### src/dac_pkg.sv
`timescale 1ns / 1ps

package dac_pkg;

    // Table geometry and count width
    localparam int PROCS      = 8;
    localparam int RES_TYPES  = 4;
    localparam int COUNT_BITS = 8;

    localparam int ROW_BITS     = (PROCS > 1) ? $clog2(PROCS) : 1;
    localparam int COL_BITS     = (RES_TYPES > 1) ? $clog2(RES_TYPES) : 1;
    localparam int ROW_CNT_BITS = $clog2(PROCS + 1);
    localparam int COL_CNT_BITS = $clog2(RES_TYPES + 1);
    // Work vector holds free count plus every process's allocation without wrapping
    localparam int WORK_BITS    = COUNT_BITS + $clog2(PROCS + 1);

    // Fixed field widths of the ports
    localparam int KIND_BITS      = 3;
    localparam int PROCESS_BITS   = 3;
    localparam int RESOURCE_BITS  = 2;
    localparam int FIELD_BITS     = 8;
    localparam int REQ_PORTS      = 4;
    localparam int STATUS_BITS    = 2;
    localparam int CFG_INDEX_BITS = 1;
    localparam int CFG_DATA_BITS  = 4;
    localparam int NPROC_BITS     = 4;
    localparam int NRES_BITS      = 3;

    localparam logic [CFG_INDEX_BITS-1:0] CFG_NUM_PROCS = 1'b0;
    localparam logic [CFG_INDEX_BITS-1:0] CFG_NUM_RES   = 1'b1;

    localparam logic [NPROC_BITS-1:0] NPROC_RESET = 4'd8;
    localparam logic [NRES_BITS-1:0]  NRES_RESET  = 3'd4;

    typedef enum logic [KIND_BITS-1:0] {
        KIND_LOAD_MAX  = 3'd0,
        KIND_LOAD_HELD = 3'd1,
        KIND_LOAD_FREE = 3'd2,
        KIND_QUERY     = 3'd3,
        KIND_REQUEST   = 3'd4
    } kind_t;

    typedef enum logic [STATUS_BITS-1:0] {
        ST_OK     = 2'd0,
        ST_EXCEED = 2'd1,
        ST_UNSAFE = 2'd2,
        ST_RANGE  = 2'd3
    } status_t;

    typedef logic [COUNT_BITS-1:0]   count_t;
    typedef logic signed [COUNT_BITS:0] need_t;
    typedef logic [WORK_BITS-1:0]    work_t;
    typedef logic [ROW_BITS-1:0]     row_idx_t;
    typedef logic [COL_BITS-1:0]     col_idx_t;
    typedef logic [ROW_CNT_BITS-1:0] row_cnt_t;
    typedef logic [COL_CNT_BITS-1:0] col_cnt_t;

    // Controller to datapath
    typedef struct packed {
        logic capture;
        logic load;
        logic apply;
        logic revert;
        logic scan_init;
        logic scan_step;
    } dp_cmd_t;

    // Datapath to controller
    typedef struct packed {
        kind_t kind;
        logic  proc_bad;
        logic  res_bad;
        logic  req_fits;
        logic  scan_end;
        logic  scan_safe;
    } dp_status_t;

endpackage

### src/dac_datapath.sv
`timescale 1ns / 1ps

module dac_datapath (
    input  logic                                 clk,
    input  logic                                 rst_n,
    input  logic                                 cfg_write,
    input  logic [dac_pkg::CFG_INDEX_BITS-1:0]   cfg_index,
    input  logic [dac_pkg::CFG_DATA_BITS-1:0]    cfg_data,
    input  logic [dac_pkg::KIND_BITS-1:0]        kind,
    input  logic [dac_pkg::PROCESS_BITS-1:0]     process,
    input  logic [dac_pkg::RESOURCE_BITS-1:0]    resource,
    input  logic [dac_pkg::FIELD_BITS-1:0]       value,
    input  logic [dac_pkg::FIELD_BITS-1:0]       req_r0,
    input  logic [dac_pkg::FIELD_BITS-1:0]       req_r1,
    input  logic [dac_pkg::FIELD_BITS-1:0]       req_r2,
    input  logic [dac_pkg::FIELD_BITS-1:0]       req_r3,
    input  dac_pkg::dp_cmd_t                     cmd,
    output dac_pkg::dp_status_t                  st
);
    import dac_pkg::*;

    // Configuration
    logic [NPROC_BITS-1:0] nproc_reg, nproc_next;
    logic [NRES_BITS-1:0]  nres_reg, nres_next;
    row_cnt_t rows_used;
    col_cnt_t cols_used;

    // Latched item
    logic [KIND_BITS-1:0]     kind_reg;
    logic [PROCESS_BITS-1:0]  proc_reg;
    logic [RESOURCE_BITS-1:0] res_reg;
    count_t                   val_reg;
    count_t                   req_reg [RES_TYPES];

    // Tables
    count_t max_reg  [PROCS][RES_TYPES];
    count_t held_reg [PROCS][RES_TYPES];
    need_t  need_reg [PROCS][RES_TYPES];
    count_t free_reg [RES_TYPES];
    count_t max_next  [PROCS][RES_TYPES];
    count_t held_next [PROCS][RES_TYPES];
    need_t  need_next [PROCS][RES_TYPES];
    count_t free_next [RES_TYPES];

    // Safety scan
    row_idx_t   scan_row_reg, scan_row_next;
    logic [PROCS-1:0] done_reg, done_next;
    row_cnt_t   finished_reg, finished_next;
    logic       progress_reg, progress_next;
    work_t      work_reg [RES_TYPES];
    work_t      work_next [RES_TYPES];

    row_idx_t   proc_row;
    col_idx_t   res_col;
    logic [RES_TYPES-1:0] col_active;
    logic       row_fit;
    logic       fits;
    logic       last_row;
    row_cnt_t   fin_after;
    logic       req_ok;
    count_t     req_in [RES_TYPES];
    count_t     new_held;

    // Clamp the register values into the legal range
    always_comb
    begin
        if (nproc_reg == '0)
            rows_used = row_cnt_t'(1);
        else if (int'(nproc_reg) > PROCS)
            rows_used = row_cnt_t'(PROCS);
        else
            rows_used = row_cnt_t'(nproc_reg);

        if (nres_reg == '0)
            cols_used = col_cnt_t'(1);
        else if (int'(nres_reg) > RES_TYPES)
            cols_used = col_cnt_t'(RES_TYPES);
        else
            cols_used = col_cnt_t'(nres_reg);
    end

    always_comb
    begin
        nproc_next = nproc_reg;
        nres_next  = nres_reg;
        if (cfg_write)
        begin
            if (cfg_index == CFG_NUM_PROCS)
                nproc_next = cfg_data[NPROC_BITS-1:0];
            else if (cfg_index == CFG_NUM_RES)
                nres_next = cfg_data[NRES_BITS-1:0];
        end
    end

    // Request columns past the four ports ask for nothing
    always_comb
    begin
        for (int r = 0; r < RES_TYPES; r++)
        begin
            unique case (r)
                0:       req_in[r] = count_t'(req_r0);
                1:       req_in[r] = count_t'(req_r1);
                2:       req_in[r] = count_t'(req_r2);
                3:       req_in[r] = count_t'(req_r3);
                default: req_in[r] = '0;
            endcase
        end
    end

    assign proc_row = row_idx_t'(proc_reg);
    assign res_col  = col_idx_t'(res_reg);

    always_comb
    begin
        for (int r = 0; r < RES_TYPES; r++)
            col_active[r] = (r < int'(cols_used));
    end

    // Row compare on the scan row, request check on the item's row;
    // a negative need fits any work vector
    always_comb
    begin
        row_fit = 1'b1;
        req_ok  = 1'b1;
        for (int r = 0; r < RES_TYPES; r++)
        begin
            if (col_active[r])
            begin
                if (!need_reg[scan_row_reg][r][COUNT_BITS] &&
                    (work_t'(count_t'(need_reg[scan_row_reg][r])) > work_reg[r]))
                    row_fit = 1'b0;
                if ((req_reg[r] > free_reg[r]) ||
                    (need_t'(req_reg[r]) > need_reg[proc_row][r]))
                    req_ok = 1'b0;
            end
        end
    end

    assign fits      = !done_reg[scan_row_reg] && row_fit;
    assign last_row  = (8'(scan_row_reg) == 8'(rows_used - row_cnt_t'(1)));
    assign fin_after = finished_reg + row_cnt_t'(fits);

    always_comb
    begin
        st.kind      = kind_t'(kind_reg);
        st.proc_bad  = (8'(proc_reg) >= 8'(rows_used));
        st.res_bad   = (8'(res_reg) >= 8'(cols_used));
        st.req_fits  = req_ok;
        st.scan_safe = (fin_after == rows_used);
        st.scan_end  = (fin_after == rows_used) ||
                       (last_row && !(progress_reg || fits));
    end

    // Table updates
    always_comb
    begin
        max_next  = max_reg;
        held_next = held_reg;
        need_next = need_reg;
        free_next = free_reg;
        new_held  = '0;

        if (cmd.load)
        begin
            unique case (kind_t'(kind_reg))
                KIND_LOAD_MAX:
                begin
                    max_next[proc_row][res_col]  = val_reg;
                    need_next[proc_row][res_col] = need_t'(val_reg) -
                                                   need_t'(held_reg[proc_row][res_col]);
                end
                KIND_LOAD_HELD:
                begin
                    held_next[proc_row][res_col] = val_reg;
                    need_next[proc_row][res_col] = need_t'(max_reg[proc_row][res_col]) -
                                                   need_t'(val_reg);
                end
                KIND_LOAD_FREE:
                    free_next[res_col] = val_reg;
                default:
                    free_next = free_reg;
            endcase
        end

        if (cmd.apply || cmd.revert)
        begin
            for (int r = 0; r < RES_TYPES; r++)
            begin
                if (col_active[r])
                begin
                    if (cmd.apply)
                    begin
                        new_held     = held_reg[proc_row][r] + req_reg[r];
                        free_next[r] = free_reg[r] - req_reg[r];
                    end
                    else
                    begin
                        new_held     = held_reg[proc_row][r] - req_reg[r];
                        free_next[r] = free_reg[r] + req_reg[r];
                    end
                    held_next[proc_row][r] = new_held;
                    need_next[proc_row][r] = need_t'(max_reg[proc_row][r]) -
                                             need_t'(new_held);
                end
            end
        end
    end

    // Safety scan: one row per cycle, passes repeat until no row is granted or every row in use has finished
    always_comb
    begin
        scan_row_next = scan_row_reg;
        done_next     = done_reg;
        finished_next = finished_reg;
        progress_next = progress_reg;
        work_next     = work_reg;

        if (cmd.scan_init)
        begin
            scan_row_next = '0;
            done_next     = '0;
            finished_next = '0;
            progress_next = 1'b0;
            for (int r = 0; r < RES_TYPES; r++)
                work_next[r] = work_t'(free_reg[r]);
        end
        else if (cmd.scan_step)
        begin
            if (fits)
            begin
                for (int r = 0; r < RES_TYPES; r++)
                    work_next[r] = work_reg[r] + work_t'(held_reg[scan_row_reg][r]);
                done_next[scan_row_reg] = 1'b1;
                finished_next = fin_after;
            end
            if (last_row)
            begin
                scan_row_next = '0;
                progress_next = 1'b0;
            end
            else
            begin
                scan_row_next = scan_row_reg + row_idx_t'(1);
                progress_next = progress_reg || fits;
            end
        end
    end

    always_ff @(posedge clk or negedge rst_n)
    begin
        if (!rst_n)
        begin
            nproc_reg <= NPROC_RESET;
            nres_reg  <= NRES_RESET;
            for (int p = 0; p < PROCS; p++)
            begin
                for (int r = 0; r < RES_TYPES; r++)
                begin
                    max_reg[p][r]  <= '0;
                    held_reg[p][r] <= '0;
                    need_reg[p][r] <= '0;
                end
            end
            for (int r = 0; r < RES_TYPES; r++)
                free_reg[r] <= '0;
            scan_row_reg <= '0;
            done_reg     <= '0;
            finished_reg <= '0;
            progress_reg <= 1'b0;
        end
        else
        begin
            nproc_reg    <= nproc_next;
            nres_reg     <= nres_next;
            max_reg      <= max_next;
            held_reg     <= held_next;
            need_reg     <= need_next;
            free_reg     <= free_next;
            scan_row_reg <= scan_row_next;
            done_reg     <= done_next;
            finished_reg <= finished_next;
            progress_reg <= progress_next;
        end
    end

    // Payload registers: item fields and work vector
    always_ff @(posedge clk)
    begin
        if (cmd.capture)
        begin
            kind_reg <= kind;
            proc_reg <= process;
            res_reg  <= resource;
            val_reg  <= count_t'(value);
            req_reg  <= req_in;
        end
        work_reg <= work_next;
    end

endmodule

### config.mk
export PLATFORM = sky130hd
export DESIGN_NAME = dac_datapath
export DESIGN_NICKNAME = d
export VERILOG_FILES = /design/src/dac_pkg.sv /design/src/dac_datapath.sv
export SDC_FILE = /design/constraint.sdc
export NUM_CORES = 2
export LEC_CHECK = 0
export ABC_CLOCK_PERIOD_IN_PS = 4700
export BUFFER_PORTS_ARGS = -buffer_cell sky130_fd_sc_hd__buf_4
export CAP_MARGIN = 20
export CORE_MARGIN = 3
export CORE_UTILIZATION = 50
export CTS_BUF_LIST = sky130_fd_sc_hd__clkbuf_16
export DETAILED_ROUTE_END_ITERATION = 6
export PLACE_DENSITY = 0.68
export SLEW_MARGIN = 20
export SYNTH_ARGS = -nofsm -noshare
export SYNTH_HDL_FRONTEND = slang
export SYNTH_SLANG_ARGS = --single-unit
### constraint.sdc
create_clock -name clk -period 4.7 [get_ports clk]
set_input_delay 0.235 -clock clk [delete_from_list [all_inputs] [get_ports clk]]
set_output_delay 0.235 -clock clk [all_outputs]
set_load 0.01 [all_outputs]
# Yosys cells after proc, flatten, opt, wreduce, memory -nomap -nowiden
# Index checks and enable logic that the tools add are counted.
[classes]
addsub = 29
n_lt_le_gt_ge = 27
eq_ne = 4
mux = 140
n_bitwise = 5
n_reduce_logical = 32
[op_table]
columns = ["operator", "n"]
rows = [
  ["two-way mux 288 bit", 9],
  ["two-way mux 256 bit", 10],
  ["bitwise mux 288 bit", 6],
  ["bitwise mux 256 bit", 6],
  ["case mux 288 bit (2 select lines)", 1],
  ["demux 36 bit (select 3 bit)", 5],
  ["demux 32 bit (select 3 bit)", 5],
  ["two-way mux 32 bit", 11],
  ["binary-select mux 32 bit (select 3 bit)", 3],
  ["two-way mux 8 bit", 29],
  ["binary-select mux 36 bit (select 3 bit)", 2],
  ["two-way mux 36 bit", 6],
  ["two-way mux 44 bit", 3],
  ["adder 8 bit", 8],
  ["subtractor 8 bit", 8],
  ["subtractor 8 x 8 -> 9 bit", 6],
  ["adder 12 x 8 -> 12 bit", 4],
  ["> comparator 8 x 12 -> 1 bit", 4],
  ["> comparator 9 bit", 4],
  ["binary-select mux 8 bit (select 2 bit)", 2],
  ["bitwise mux 32 bit", 1],
  ["> comparator 8 bit", 4],
  ["two-way mux 27 bit", 1],
  ["two-way mux 24 bit", 1],
  ["40 further kinds", 98],
]
[word_totals]
ff_bits = 951
inputBits = 62
output_inout_bits = 8

# Depth between registers and ports, before layout
[depth]
word_depth = 23
depth_mapped = 23
depth_no_buf = 20

# Worst setup path before layout
# No wires, ideal clock.
[synth_path]
path_type = "register -> register"
startpoint = "register proc_reg[2]"
endpoint = "register need_reg[124] in the netlist's numbering"
setup_time_ns = 0.065
t_arrival_ns = 4.674
required_ns = 4.635
slack_ns = -0.039
path_stages_with_launch = 20
n_path_buf = 3
synth_period_minus_slack_ns = 4.739
cell_sequence = "edfxtp_1 > clkbuf_1 > buf_2 > buf_1 > mux2_2 > a221o_1 > a222oi_1 > inv_1 > ha_1 > a21oi_1 > o21ai_0 > nor2_1 > xnor2_1 > inv_1 > ha_1 > or3_1 > o21ai_0 > a21oi_1 > xor2_1 > a21o_1"
[synth_rtl]
columns = ["element", "line", "rtl"]
rows = [
  ["start, declared", "dac_datapath.sv:30", "logic [PROCESS_BITS-1:0] proc_reg;"],
  ["start signal, assigned", "dac_datapath.sv:292", "proc_reg <= process;"],
  ["end signal, assigned", "dac_datapath.sv:277", "need_reg <= need_next;"],
  ["end, declared", "dac_datapath.sv:38", "need_t need_reg [PROCS][RES_TYPES];"],
]

==> impl_metrics.csv <==
group,metric,value,unit
yosys,avgSynthCellArea,9.060,um^2
timing,hold_viol,0,
die,die_width,347.3,um
setup_path,critical_path.max_fanout,9,
layout,drive_above_1_share,0.2004,
yosys,synth_flop_cell,"dfrtp_1",
detailed_routing,ant_nets,0,
timing,timing.max_slew.rel_slack,0.1252,
placed_design,placed_area,63710,um^2
detailed_routing,drt_iter0_markers,9628,
layout,utilization,0.6166,
yosys,yosysSeqAreaShare,0.4142,
timing,rsz0062_at_grt,"true",
layout,layout_common_cells,"dfrtp_1, nand2_1, o21ai_0, buf_4, a21oi_1",
worst_hold_path,hold_class,"input port to asynchronous set/reset pin",
layout,multi_input_area,33090,um^2
layout,regArea,24120,um^2
yosys,netlist_instances,6427,
yosys,syn_nets,6756,
placed_design,port_buffers,69,
flow_run,maxCapViolations,0,
yosys,yosysUniqueCellTypes,89,
detailed_routing,finalWirelength,292.4,mm
clocking,clk_latency,0.80,ns
yosys,ys.warnings.count,0,
placed_design,place_congestion,1.074,
timing,finalCritPeriodShare,1.127,
global_routing,first_global_vias,56800,
global_routing,overflow,0,
yosys,ys_ff_latch,951,
layout,nets,7206,
detailed_routing,dr.pass1.iters,7,
outcome,status,"finished, violations left",
clocking,h-tree-depth,3,
layout,final_area,70880,um^2
timing,period_needed,5.296,ns
global_routing,grt_max_degree,129,
setup_path,cp-start-kind,"flip-flop",
timing,max_freq,0.1888,GHz
setup_path,regToRegStartpoint,"proc_reg[2]",
clocking,path_clk_slew,0.06,ns
die,coreArea,115000,um^2
global_routing,grt_antenna_before_repair,20,
yosys,synth_edf_count,80,
timing,worstMarginPinSlew,1.302,ns
clocking,clockBufferDepth,3,
layout,nFillCells,9677,
detailed_routing,drc,46,
global_routing,globalRouteTotalUtil,0.4677,
placed_design,post-dp-hpwl,199.5,mm
setup_path,worstPathRequired,4.47,ns
yosys,synth_area,58230,um^2
die,dieHeight,347.3,um
setup_path,critPathKind,"flip-flop to output pin",
detailed_routing,vias_per_cell,7.115,
yosys,ys_async_sr_fraction,0.8991,
clocking,cts_buffers,108,
timing,drv_slew,0,
timing,setup_viol,114,
outcome,violations,"design-rule violations, negative setup slack",
clocking,cts_tree,"done",
die,initial_core_util,0.5065,
power_and_ir_drop,p_per_area,634.9,nW/um^2
setup_path,worst_ep_arrival_time,5.06,ns
clocking,cts_sinks,951,
detailed_routing,wire_per_inst,34.40,um
layout,syn_to_final_growth,21.73,%
clocking,cts_root_buf,"clkbuf_16",
die,rows,124,
setup_path,endpoint_kind,"output pin",
timing,setup_slack,-0.5960,ns
detailed_routing,via_count,60480,
layout,largest_reg_flops,288,
power_and_ir_drop,irDropWorstVdd,0.0005158,V
die,die-area,120600,um^2
die,io_pins,70,
layout,final_common_cell,"dfrtp_1",
power_and_ir_drop,leakagePower,30.47,nW
global_routing,grt_pass1_wl,409.0,mm
setup_path,crit_start,"scan_row_reg[0]",
timing,finClkSkew,0.04938,ns
critical path: stages (launching register included):
cell,delay (ns)
dfrtp_2,0.46
nor2b_2,0.19
and2_4,0.21
buf_12,0.15
buf_12,0.14
a22oi_1,0.21
nand4_1,0.26
ha_1,0.39
nand4_1,0.11
o211ai_1,0.49
a2111oi_4,0.10
buf_4,0.21
a21oi_4,0.20
ha_4,0.18
ha_2,0.19
xor2_1,0.18
xnor2_1,0.15
nand3_1,0.13
buf_4,0.17
inv_2,0.04
buf_6,0.09
per-layer routing:
metal	share of wire	track usage	vias up	wire length, um
li1	-	-	24690	-
met4	0.10	0.3635	10	29420
met3	0.16	0.2127	1672	46140
met2	0.39	0.6447	5139	115100
met1	0.35	0.5651	28960	101600
met5	0.00065	0.005102	-	189
Yosys cell counts, types with 12 or more instances:
cell type	instances	area (um^2)
buf_2	36	180.2
a21o_1	68	510.5
nor4_1	12	75.07
nor2b_1	51	319.1
clkbuf_1	373	1400
o31ai_1	31	232.7
nand2_1	832	3123
a21oi_1	441	2207
nor2_1	415	1558
o22ai_1	50	312.8
edfxtp_1	80	2402
a32oi_1	24	210.2
xnor2_1	89	779.5
o21ai_1	29	145.1
a22oi_1	452	3393
o21a_1	25	187.7
nand2b_1	57	356.6
o211a_1	15	150.1
o211ai_1	39	292.8
nand3_1	122	610.6
o221ai_1	12	105.1
nand4_1	88	550.5
mux2_2	165	1858
mux4_2	33	743.2
a22o_1	19	166.4
buf_1	45	168.9
a31oi_1	16	100.1
or3_1	23	143.9
xor2_1	29	254.0
and3_1	19	118.9
ha_1	245	3065
inv_1	172	645.6
dfrtp_1	853	21350
a221o_1	13	130.1
fa_1	22	440.4
o21ai_0	710	3553
mux2i_1	216	2162
a211oi_1	78	585.6
nor3_1	80	400.4
a221oi_1	139	1217
dfxtp_1	16	320.3
o41ai_1	14	122.6
what timing repair did:
action,CTS,global route
endpoints found under the hold margin,157,0
gates cloned,8,9
hold buffers,63,0
setup endpoints to repair,55,210
pin swaps,41,121
gates resized for setup,119,287
setup buffers,56,67
worst paths after layout:
path | endpoint | slack, ns | cells past startpoint
max in group asynchronous | held_reg[137] | 3.23 | 3
min in group clk | req_reg[24] | 0.15 | 1
setup reg to reg | need_reg[188] | -0.12 | 22
hold / removal | held_reg[116] | 0.07 | 2
hold reg to reg | max_reg[186] | 0.47 | 2
setup / recovery | st[0] | -0.60 | 20
power breakdown:
part           leakage, nW  total [mW]  internal, mW  switching (mW)
clock                 1.76        8.44          4.60            3.84
sequential            11.7        14.2          11.2            3.04
combinational         17.0        22.4          9.10            13.3
total                 30.5        45.0          24.9            20.1
layout make-up:
cell class / instances / share of cell area
Clock buffer: 109 / 0.03848
Inverter: 178 / 0.009550
Clock inverter: 90 / 0.009920
Timing Repair Buffer: 803 / 0.1074
Antenna cell: 22 / 0.0007767
Tap cell: 1512 / 0.02669
Multi-Input combinational cell: 4835 / 0.4669
Sequential cell: 951 / 0.3403
logic make-up after synthesis:
logic type,count (synthesis),share of synthesized area
AO/OA/AOI/OAI,2260,0.2474
AND/OR/NAND/NOR,1768,0.1340
flip-flops,951,0.4142
buffers and inverters,641,0.04267
multiplexers,422,0.08367
adder cells (fa/ha/maj),267,0.06021
XOR/XNOR,118,0.01775
through the flow:
stage          setup TNS (ns)  instances  total power, mW  worst slack (ns)  hold slack [ns]
3_5_place_dp           -5.479       8087            33.80           -0.1548           0.3504
6_report               -6.189       8500            45.00           -0.5960          0.07301
2_1_floorplan               0       6427            24.61           0.02132         -0.06059
5_1_grt                -10.67       8478            46.68           -0.6415           0.1592
4_1_cts               -0.9757       8410            42.71           -0.4392           0.1364
3_3_place_gp           -96.45       8086            33.43           -0.7260           0.3418
No activity file was read; power rests on OpenSTA's default activity.
